### config.mk
export PLATFORM = sky130hd
export DESIGN_NAME = bounded_list_append_remove
export DESIGN_NICKNAME = d
export VERILOG_FILES = /design/src/design/blar_pkg.sv /design/src/design/bounded_list_append_remove.sv
export SDC_FILE = /design/constraint.sdc
export NUM_CORES = 1
export LEC_CHECK = 0
export BUFFER_PORTS_ARGS = -buffer_cell sky130_fd_sc_hd__buf_2
export CAP_MARGIN = 20
export CORE_MARGIN = 2
export CORE_UTILIZATION = 45
export CTS_CLUSTER_SIZE = 25
export DETAILED_ROUTE_END_ITERATION = 8
export GPL_TIMING_DRIVEN = 0
export SYNTH_ARGS = -nofsm -noshare
export SYNTH_HDL_FRONTEND = slang
export SYNTH_SLANG_ARGS = --single-unit
### constraint.sdc
create_clock -name clk -period 8.15 [get_ports clk]
set_clock_uncertainty 0.05 [all_clocks]
set_input_delay 1.63 -clock clk [delete_from_list [all_inputs] [get_ports clk]]
set_output_delay 1.63 -clock clk [all_outputs]
set_load 0.01 [all_outputs]
### src/design/blar_pkg.sv
// shared types, codes and defaults for the bounded list block
`timescale 1ns / 1ps
package blar_pkg;

    // default sizing
    localparam int CAPACITY_DEF = 16;
    localparam int ID_WIDTH_DEF = 16;

    // result status codes
    localparam logic [1:0] ST_APPENDED  = 2'd0;
    localparam logic [1:0] ST_FULL      = 2'd1;
    localparam logic [1:0] ST_REMOVED   = 2'd2;
    localparam logic [1:0] ST_NOT_FOUND = 2'd3;

    // operation codes
    localparam logic OP_APPEND = 1'b0;
    localparam logic OP_REMOVE = 1'b1;

    // saturation limit of the success counters
    localparam logic [15:0] COUNT_MAX = 16'hFFFF;

    // request beat
    typedef struct packed {
        logic        operation;
        logic [15:0] item_id;
    } req_t;

    // result beat
    typedef struct packed {
        logic [1:0]  status;
        logic [4:0]  occupancy;
        logic [15:0] append_total;
        logic [15:0] remove_total;
    } rsp_t;

endpackage

### src/design/bounded_list_append_remove.sv
// Bounded ordered list of identifiers with append and remove-by-value.
// A request beat (req) is taken when start is high and busy is low.
// Each request gives exactly one result beat on rsp, marked by done for
// one cycle; the receiver must take it then, there is no stall.
// Append: result in the cycle after the request; busy never rises, so a new
// request may follow in the next cycle.
// Remove: one shared read port and one comparator walk the valid entries,
// one entry a cycle; once the match is found each later entry is written
// back one place lower in the same pass. Result comes once the pass over
// the valid entries is over; an empty list gives it in the cycle after the
// request with busy low. Otherwise busy is high meanwhile.
// The pass over the entry memory bounds the rate: no new request is taken
// until a remove's pass is over.
// Reset clears occupancy and both counters; entry storage is not cleared,
// only entries below the occupancy are ever compared.
`timescale 1ns / 1ps
module bounded_list_append_remove
#(
    parameter int CAPACITY = blar_pkg::CAPACITY_DEF,
    parameter int ID_WIDTH = blar_pkg::ID_WIDTH_DEF
)
(
    input  logic            clk,
    input  logic            rst_n,
    input  logic            start,
    output logic            busy,
    input  blar_pkg::req_t  req,
    output logic            done,
    output blar_pkg::rsp_t  rsp
);
    import blar_pkg::*;

    localparam int IDX_W = (CAPACITY > 1) ? $clog2(CAPACITY) : 1;
    localparam int CNT_W = $clog2(CAPACITY + 1);
    localparam logic [CNT_W-1:0] CAP_CNT = CNT_W'(CAPACITY);

    // sequencer states
    localparam logic S_IDLE = 1'b0;
    localparam logic S_SCAN = 1'b1;

    logic                state_reg,   state_next;
    logic [ID_WIDTH-1:0] id_reg,      id_next;
    logic [CNT_W-1:0]    rd_idx_reg,  rd_idx_next;
    logic [CNT_W-1:0]    rd_pos_reg,  rd_pos_next;
    logic                rd_pend_reg, rd_pend_next;
    logic                found_reg,   found_next;
    logic [CNT_W-1:0]    count_reg,   count_next;
    logic [15:0]         app_reg,     app_next;
    logic [15:0]         rem_reg,     rem_next;
    logic                done_reg,    done_next;
    rsp_t                rsp_reg,     rsp_next;

    // entry memory
    logic [ID_WIDTH-1:0] mem [CAPACITY];
    logic [ID_WIDTH-1:0] rd_data_reg;
    logic                wr_en;
    logic [IDX_W-1:0]    wr_addr;
    logic [ID_WIDTH-1:0] wr_data;
    logic [IDX_W-1:0]    rd_addr;

    // identifier trimmed or widened to the stored width
    logic [ID_WIDTH+15:0] id_wide;
    logic [ID_WIDTH-1:0]  id_in;
    assign id_wide = {{ID_WIDTH{1'b0}}, req.item_id};
    assign id_in   = id_wide[ID_WIDTH-1:0];

    // helpers for the result beat
    logic [CNT_W+4:0] occ_wide;
    logic             match;
    logic             last_pos;
    logic [CNT_W-1:0] count_m1;
    logic [CNT_W-1:0] pos_m1;
    logic [CNT_W-1:0] count_inc;

    assign count_m1  = count_reg - CNT_W'(1);
    assign count_inc = count_reg + CNT_W'(1);
    assign pos_m1    = rd_pos_reg - CNT_W'(1);
    assign match     = (rd_data_reg == id_reg);
    assign last_pos  = (rd_pos_reg == count_m1);

    // memory write port and registered read port
    always_ff @(posedge clk)
    begin
        if (wr_en)
        begin
            mem[wr_addr] <= wr_data;
        end
        rd_data_reg <= mem[rd_addr];
    end

    // sequencer and datapath
    always_comb
    begin
        state_next   = state_reg;
        id_next      = id_reg;
        rd_idx_next  = rd_idx_reg;
        rd_pos_next  = rd_pos_reg;
        rd_pend_next = 1'b0;
        found_next   = found_reg;
        count_next   = count_reg;
        app_next     = app_reg;
        rem_next     = rem_reg;
        done_next    = 1'b0;
        rsp_next     = rsp_reg;
        wr_en        = 1'b0;
        wr_addr      = count_reg[IDX_W-1:0];
        wr_data      = id_in;
        rd_addr      = rd_idx_reg[IDX_W-1:0];
        occ_wide     = '0;

        case (state_reg)
            S_IDLE:
            begin
                if (start)
                begin
                    id_next = id_in;
                    if (req.operation == OP_APPEND)
                    begin
                        // append at the end or reject when full
                        if (count_reg < CAP_CNT)
                        begin
                            wr_en      = 1'b1;
                            count_next = count_inc;
                            if (app_reg != COUNT_MAX)
                            begin
                                app_next = app_reg + 16'd1;
                            end
                            rsp_next.status = ST_APPENDED;
                        end
                        else
                        begin
                            rsp_next.status = ST_FULL;
                        end
                        occ_wide               = {5'd0, count_next};
                        rsp_next.occupancy     = occ_wide[4:0];
                        rsp_next.append_total  = app_next;
                        rsp_next.remove_total  = rem_reg;
                        done_next              = 1'b1;
                    end
                    else if (count_reg == '0)
                    begin
                        // nothing to search
                        occ_wide               = {5'd0, count_reg};
                        rsp_next.status        = ST_NOT_FOUND;
                        rsp_next.occupancy     = occ_wide[4:0];
                        rsp_next.append_total  = app_reg;
                        rsp_next.remove_total  = rem_reg;
                        done_next              = 1'b1;
                    end
                    else
                    begin
                        state_next  = S_SCAN;
                        rd_idx_next = '0;
                        found_next  = 1'b0;
                    end
                end
            end

            S_SCAN:
            begin
                // issue the next read while entries remain
                if (rd_idx_reg < count_reg)
                begin
                    rd_pend_next = 1'b1;
                    rd_pos_next  = rd_idx_reg;
                    rd_idx_next  = rd_idx_reg + CNT_W'(1);
                end
                // compare returned entry or shift it down past the match
                if (rd_pend_reg)
                begin
                    if (found_reg)
                    begin
                        wr_en   = 1'b1;
                        wr_addr = pos_m1[IDX_W-1:0];
                        wr_data = rd_data_reg;
                    end
                    else if (match)
                    begin
                        found_next = 1'b1;
                    end
                    if (last_pos)
                    begin
                        state_next   = S_IDLE;
                        rd_pend_next = 1'b0;
                        if (found_reg || match)
                        begin
                            count_next = count_m1;
                            if (rem_reg != COUNT_MAX)
                            begin
                                rem_next = rem_reg + 16'd1;
                            end
                            rsp_next.status = ST_REMOVED;
                        end
                        else
                        begin
                            rsp_next.status = ST_NOT_FOUND;
                        end
                        occ_wide              = {5'd0, count_next};
                        rsp_next.occupancy    = occ_wide[4:0];
                        rsp_next.append_total = app_reg;
                        rsp_next.remove_total = rem_next;
                        done_next             = 1'b1;
                    end
                end
            end

            default:
            begin
                state_next = S_IDLE;
            end
        endcase
    end

    // control registers
    always_ff @(posedge clk or negedge rst_n)
    begin
        if (!rst_n)
        begin
            state_reg   <= S_IDLE;
            rd_pend_reg <= 1'b0;
            found_reg   <= 1'b0;
            count_reg   <= '0;
            app_reg     <= '0;
            rem_reg     <= '0;
            done_reg    <= 1'b0;
        end
        else
        begin
            state_reg   <= state_next;
            rd_pend_reg <= rd_pend_next;
            found_reg   <= found_next;
            count_reg   <= count_next;
            app_reg     <= app_next;
            rem_reg     <= rem_next;
            done_reg    <= done_next;
        end
    end

    // payload registers
    always_ff @(posedge clk)
    begin
        id_reg     <= id_next;
        rd_idx_reg <= rd_idx_next;
        rd_pos_reg <= rd_pos_next;
        rsp_reg    <= rsp_next;
    end

    assign busy = (state_reg == S_SCAN);
    assign done = done_reg;
    assign rsp  = rsp_reg;

endmodule

* Word-level counts from Yosys, hierarchy flattened
Memory sizes are Yosys's and may differ from the RTL's. A register that Yosys moved wholly into a read port is not among the register bits.
Index checks and enable logic that the tools add are counted.
** Storage, ports and cells
- Flip-flop bits (word level) :: 106
- Bits in writable memories :: 256
- Bits of input ports :: 20
- Output and inout bits :: 41
- Word-level logic and storage cells :: 108
- Memories :: 1
** Cells by class
- Add/sub/neg operators :: 6
- Order comparisons :: 2
- Equal/unequal tests :: 12
- Mux-type cells :: 61
- Bitwise logic cells :: 2
- Reductions and logical operators :: 10
** Memory list
- mem :: words 16, width 16, rd ports 1, clocked after memory_dff 1, wr ports 1, line bounded_list_append_remove.sv:54 : logic [ID_WIDTH-1:0] mem [CAPACITY];
** Operators by type and width (count)
- $mux 39 :: 5
- $mux 16 :: 7
- $pmux 39 s2 :: 1
- $mux 5 :: 10
- $add 16x1->16 const B :: 2
- $ne 16x16->1 const B :: 2
- $mux 1 :: 29
- $pmux 5 s2 :: 2
- $eq 16x16->1 :: 1
- $reduce_and 4->1 :: 4
- $mux 4 :: 3
- $add 5x1->5 const B :: 2
- $ne 2x2->1 const B :: 4
- $pmux 1 s2 :: 4
- $ne 2x1->1 const B :: 3
- $reduce_and 3->1 :: 2
- $eq 5x5->1 :: 1
- $logic_not 5->1 :: 1
- $lt 5x5->1 :: 1
- $lt 5x5->1 const B :: 1
- $sub 5x1->5 const B :: 1
- $reduce_and 2->1 :: 2
- $sub 4x1->4 const B :: 1
- $ne 3x3->1 const B :: 1
- 2 further kinds :: 3

* Depth between registers and ports, before layout
Gate-level depths: netlist of run 1.
- Depth after elaboration :: 7
- Mapped depth :: 10
- Depth with buffers taken out :: 8

* Least setup slack after synthesis of run 1
No wires, ideal clock.
- Path kind :: input-to-reg
- From :: input port start
- To :: memory mem[2][0] (netlist name), enable pin
- Setup time :: 388 ps
- Arrival :: 3253 ps
- Data required time :: 7712 ps
- Setup slack :: 4459 ps
- Stages on the path :: 6
- Path buffers :: 0
- Path through :: nand2_1 inv_1 nand3_1 nor2_1 a22oi_1 nor2_1
** Between the ends
- Longest elaborated chain between the ends :: 4
** RTL lines
- from (decl) :: line bounded_list_append_remove.sv:25 : input logic start,
- $mux 1 :: line bounded_list_append_remove.sv:114 : if (start)
- $pmux 1 s2 :: line bounded_list_append_remove.sv:111 : case (state_reg)
- $mux 1 :: line bounded_list_append_remove.sv:84 : if (wr_en)
- $mux 1 (not written as such) :: line bounded_list_append_remove.sv:86 : mem[wr_addr] <= wr_data;
- to (decl) :: line bounded_list_append_remove.sv:54
No other way between the ends.

* Final worst setup path of run 1
- From :: input port start
- To :: memory mem[8][13] (netlist name), enable pin
Same word-level chain as after synthesis.

==> metrics.txt, run 1 <==
Slew headroom 0.308; setup bufs post-CTS 0; worst slew pin tran 1.04 ns; sequential area share after synthesis 0.711; Initial Util 0.459; delay-heaviest family, CP simple AND/OR/NAND/NOR gates; Vias 8140; Setup violations, final 0; Net Count, Synth 902; Distinct cells, synth 56; CTS buffer count 39; most frequent cells in the layout edfxtp_1 (321), mux4_2 (80), buf_2 (70); worst r2r src busy$_DFF_PN0_; io pins 61; largest net degree at the start of global routing 42; hold_buf cts 0; period utilisation layout 0.465; area grow syn2layout 16.9%; Crit Path Max Fanout 13; total negative slack 0 ns; Final Hold Vio Count 0; GPL Wtd Cong 0.776; post-route ant nets 0; root buffer cell clkbuf_16; Post-Route WL 34100 um; initial antenna violation count 0; commonest non-fill, non-tap cell in the layout edfxtp_1; Critical Path Stages 9; worst skew pair latency 0.53 ns; Max Cap Violations 0; share of cells above drive strength 1 0.274; max reg flops 256; number of synthesized flops with an enable pin 321; Crit. Startpoint start; Routed WL per cell 23.2 um; Syn. warnings 0; slowest cell on the critical path nor2_2; CORE AREA 0.0337 mm^2; crit-path cells buf_2, nand2_1, inv_1, buf_16, nand3_1, nor2_1, a21oi_1, nor2_2, buf_8; HP Class register to register; total power 5.78 mW; Crit Path Class input port to register; r2r setup slk 4.54 ns; GR Overflow Total 0; H-tree lvl count 2; pwr dens 320 mW/mm^2; GRT Util Overall 0.195; Initial DRT Pass Iterations 5; Slew Viols, Final 0; fmax 264 MHz; Mapped Cells 871; Port Buffer Count 60; Die Y 189 um; Worst EP arrival 3.98 ns; crit end category register; outcome completed; worst r2r dst mem[8][13]$_DFFE_PP_; startpoint types input port; CTS tree yes; Max VDD drop 0.201 mV; Most used DFF post-synth edfxtp_1; post-layout min period 3.79 ns; antenna fix cells 0; first-pass GRT wire length 51500 um; CP max stage delay 0.70 ns; post-detail-place hpwl 22200 um; Via density 5.53; syn_area_per_cell 17.7 um^2; Synth Register Bits 378; P_leak 6.15 nW; Post-Syn Area 0.0155 mm^2; CTS-repair resized insts 0; die area 0.0358 mm^2; Longest Clk Path Bufs 3; Clock Sinks 378; Post-synth ARST share 0.108; Setup crit end mem[8][13]$_DFFE_PP_; reg2reg path depth 7; DR DRC count 0; CP bufs+invs 4; Iteration-0 DRC Markers 624; Die W 189 um; fin nets 1024; CTS clock-pin slew for the worst setup and hold paths 0.06 ns; row count 67; RSZ-0062 raised after global routing no; vias in the first global route 8104; WP data required 8.34 ns
[synth_stat cells (all sizes together) (2+ instances only)]
cell / n / share of area
a21o: 4 / 0.0019
a21oi: 14 / 0.0045
a22o: 2 / 0.0011
a22oi: 2 / 0.00097
a31oi: 5 / 0.0020
and2: 4 / 0.0016
and3: 8 / 0.0032
buf: 16 / 0.0049
clkbuf: 22 / 0.0053
dfrtp: 41 / 0.066
dfxtp: 16 / 0.021
edfxtp: 321 / 0.62
ha: 11 / 0.0089
inv: 14 / 0.0034
mux2: 30 / 0.022
mux4: 80 / 0.12
nand2: 46 / 0.011
nand2b: 5 / 0.0020
nand3: 20 / 0.0065
nand4: 14 / 0.0057
nor2: 54 / 0.013
nor2b: 3 / 0.0012
nor3: 17 / 0.0058
nor3b: 5 / 0.0037
nor4: 6 / 0.0032
o21a: 3 / 0.0015
o21ai: 10 / 0.0032
o22ai: 3 / 0.0012
o32a: 2 / 0.0013
or4: 2 / 0.00097
xnor2: 40 / 0.023
xor2: 34 / 0.019
[stage by stage]
step                      utilization  cell area, um^2  std cells  setup slack, ns  hold slack (ns)
after floorplan                     -            15500        871             4.46            0.405
final                           0.536            18100       1471             4.36            0.456
after CTS                       0.535            18000       1469             4.32            0.454
after detailed placement        0.498            16800       1398             3.77            0.437
after global placement          0.484            16300       1379             2.45            0.440
after global routing            0.536            18100       1471             4.22            0.479
[how the worst min path moves through the flow]
stage | slack (ns) | endpoint | startpoint | cells past startpoint
global placement | 0.44 | rd_pos_reg[3]$_DFFE_PP_ | rd_idx_reg[3]$_SDFFCE_PN0P_ | 0
global route | 0.48 | rd_pos_reg[3]$_DFFE_PP_ | rd_idx_reg[3]$_SDFFCE_PN0P_ | 0
CTS | 0.45 | rd_pos_reg[3]$_DFFE_PP_ | rd_idx_reg[3]$_SDFFCE_PN0P_ | 0
floorplan | 0.40 | rd_pos_reg[2]$_DFFE_PP_ | rd_idx_reg[2]$_SDFFCE_PN0P_ | 0
finish | 0.46 | rd_pos_reg[4]$_DFFE_PP_ | rd_idx_reg[4]$_SDFFCE_PN0P_ | 0
detailed placement | 0.44 | rd_pos_reg[3]$_DFFE_PP_ | rd_idx_reg[3]$_SDFFCE_PN0P_ | 0
[layer usage]
layer	part of all wire	up-vias	track usage	wire (um)
met2	0.47	262	0.305	16000
met3	0.053	53	0.0285	1790
met5	0	-	0	0
li1	-	3658	-	-
met1	0.46	4167	0.286	15600
met4	0.023	0	0.0552	788
[cells by family (layout without fill, tap and decap cells)]
kind of cell,Yosys count,in the layout,synth area share
buffers and inverters,53,205,0.0139
AO/OA/AOI/OAI,58,58,0.0261
adder cells (fa/ha/maj),11,11,0.00891
XOR/XNOR,74,74,0.0419
AND/OR/NAND/NOR,187,187,0.0598
flip-flops,378,378,0.711
multiplexers,110,110,0.138
[where the power goes]
| group | switching [mW] | leakage, nW | internal, mW |
|---|---|---|---|
| sequential | 0.103 | 3.57 | 2.37 |
| combinational | 0.891 | 1.96 | 0.681 |
| clock | 0.730 | 0.620 | 1.00 |
[final cells by class]
type | count | area, um^2
Fill cell | 2734 | 15600
Sequential cell | 378 | 11000
Multi-Input combinational cell | 440 | 4290
Clock buffer | 54 | 1080
Timing Repair Buffer | 81 | 754
Tap cell | 448 | 561
Clock inverter | 17 | 175
Buffer | 38 | 159
Inverter | 15 | 56.3
No activity file was read; power rests on OpenSTA's default activity.
==> run 2, diff against run 1 <==
- clock period: 8.15 -> 3.9 ns (I/O delays scaled with it)
==> run 2 against run 1 <==
Largest power group unchanged; critical endpoint is now mem[9][13]$_DFFE_PP_; clock power up 110%; die area unchanged; combinational power up 110%.
==> metrics.txt, run 2 (same netlist as run 1, synthesis figures left out) <==
worst skew pair latency 0.53 ns (about the same); P_leak 6.15 nW (about the same); Clock Sinks 378 (unchanged); post-detail-place hpwl 22200 um (unchanged); RSZ-0062 raised after global routing no (unchanged); Setup violations, final 0 (unchanged); Layout Cells excl Fill 1472 (was 1471); Place WS 0.292 ns (was 3.77 ns); Vias 8120 (was 8140); startpoint types register (was input port); Iteration-0 DRC Markers 620 (was 624); Inst Count DP 1398 (unchanged); Post-Route WL 34100 um (about the same); worst r2r src busy$_DFF_PN0_ (unchanged); initial antenna violation count 0 (unchanged); CTS-repair resized insts 0 (unchanged); fin nets 1025 (was 1024); hold path start req[10] (was rd_idx_reg[4]$_SDFFCE_PN0P_); largest net degree at the start of global routing 42 (unchanged); Filler cells 2732 (was 2734); Port Buffer Count 60 (unchanged); worst slew pin tran 1.06 ns (was 1.04 ns); post-layout min period 3.62 ns; Routed WL per cell 23.2 um (about the same); GPL Wtd Cong 0.776 (unchanged); pwr dens 668 mW/mm^2 (was 320 mW/mm^2); Die W 189 um (unchanged); H-tree lvl count 2 (unchanged); Crit Path Class register to register (was input port to register); vias in the first global route 8104 (unchanged); die area 0.0358 mm^2 (unchanged); CTS tree yes (unchanged); Via density 5.52 (was 5.53); root buffer cell clkbuf_16 (unchanged); HP Class input port to register (was register to register); Worst EP arrival 3.80 ns (was 3.98 ns); share of cells above drive strength 1 0.273 (was 0.274); CTS buffer count 39 (unchanged); CTS clock-pin slew for the worst setup and hold paths 0.06 ns (about the same); io pins 61 (unchanged); r2r setup slk 0.28 ns (was 4.54 ns); max reg flops 256 (unchanged); Crit. Startpoint busy$_DFF_PN0_ (was start); commonest non-fill, non-tap cell in the layout edfxtp_1 (unchanged); GRT Util Overall 0.195 (unchanged); Core Util, Final 0.536 (about the same); crit end category register (unchanged); post-route ant nets 0 (unchanged); period utilisation layout 0.927; Initial Util 0.459 (unchanged); Slew headroom 0.290 (was 0.308); worst hold slack 0.390 ns (was 0.456 ns); row count 67 (unchanged); Final Worst Setup Slack 0.285 ns (was 4.36 ns); WP data required 4.09 ns (was 8.34 ns); Longest Clk Path Bufs 3 (unchanged); Slew Viols, Final 0 (unchanged); Max VDD drop 0.420 mV (was 0.201 mV); outcome completed (unchanged); fmax 277 MHz; most frequent cells in the layout edfxtp_1 (321), mux4_2 (80), buf_2 (70) (unchanged); Max Cap Violations 0 (unchanged); GR Overflow Total 0 (unchanged); area grow syn2layout 17.0% (was 16.9%); antenna fix cells 0 (unchanged); Crit Path Max Fanout 10 (was 13); Initial DRT Pass Iterations 5 (unchanged); first-pass GRT wire length 51500 um (unchanged); Die Y 189 um (unchanged); CORE AREA 0.0337 mm^2 (unchanged); DR DRC count 0 (unchanged); Final Hold Vio Count 0 (unchanged)
==> run 2: through the flow <==
step / setup TNS (ns) / power (mW) / area, um^2
after CTS: 0 / 12.2 / 18000
after global placement: -203.27 / 8.39 / 16300
after floorplan: 0 / 7.43 / 15500
after global routing: 0 / 12.6 / 18100
after detailed placement: 0 / 8.55 / 16800
final: 0 / 12.1 / 18100
==> run 2: what timing repair did <==
action / CTS / global route
setup buffers: 0 / 0
hold endpoints to repair: 0 / 3
hold buffers: 0 / 1
==> run 2: worst paths after layout <==
path,endpoint,cells past startpoint
hold reg to reg,rd_pos_reg[4]$_DFFE_PP_,0
setup reg to reg,mem[9][13]$_DFFE_PP_,7
hold / removal,id_reg[10]$_DFFE_PP_,1
setup / recovery,mem[9][13]$_DFFE_PP_,7
max in group asynchronous,app_reg[4]$_DFFE_PN0P_,3
min in group asynchronous,rem_reg[10]$_DFFE_PN0P_,2
==> run 2: worst max-delay path, stage by stage (launching register included) <==
cell and delay, ns:
dfrtp_1 0.49, clkbuf_1 0.42, nand3_1 0.37, clkbuf_1 0.42, o21ai_0 0.36, nand2_1 0.24, nor2_2 0.73, buf_8 0.24
==> run 2: cell type report <==
type | instances | area, um^2 | share of cell area
buffer | 38 | 159 | 0.00879
clock buffer | 54 | 1080 | 0.0599
clock inverter | 17 | 175 | 0.00969
inverter | 15 | 56.3 | 0.00311
multi-input combinational | 440 | 4290 | 0.238
sequential | 378 | 11000 | 0.608
tap | 448 | 561 | 0.0310
timing repair buffer | 82 | 764 | 0.0423
==> run 2: power breakdown <==
| part | switching (mW) | leakage, nW | internal (mW) |
|---|---|---|---|
| combinational | 1.86 | 1.96 | 1.42 |
| sequential | 0.215 | 3.57 | 4.95 |
| clock | 1.53 | 0.620 | 2.09 |
==> run 2: routing by layer <==
layer,vias up,track usage,part of all wire
met5,-,0,0
met4,0,0.0552,0.022
met3,50,0.0285,0.049
met2,240,0.305,0.47
met1,4170,0.286,0.46
li1,3660,-,-
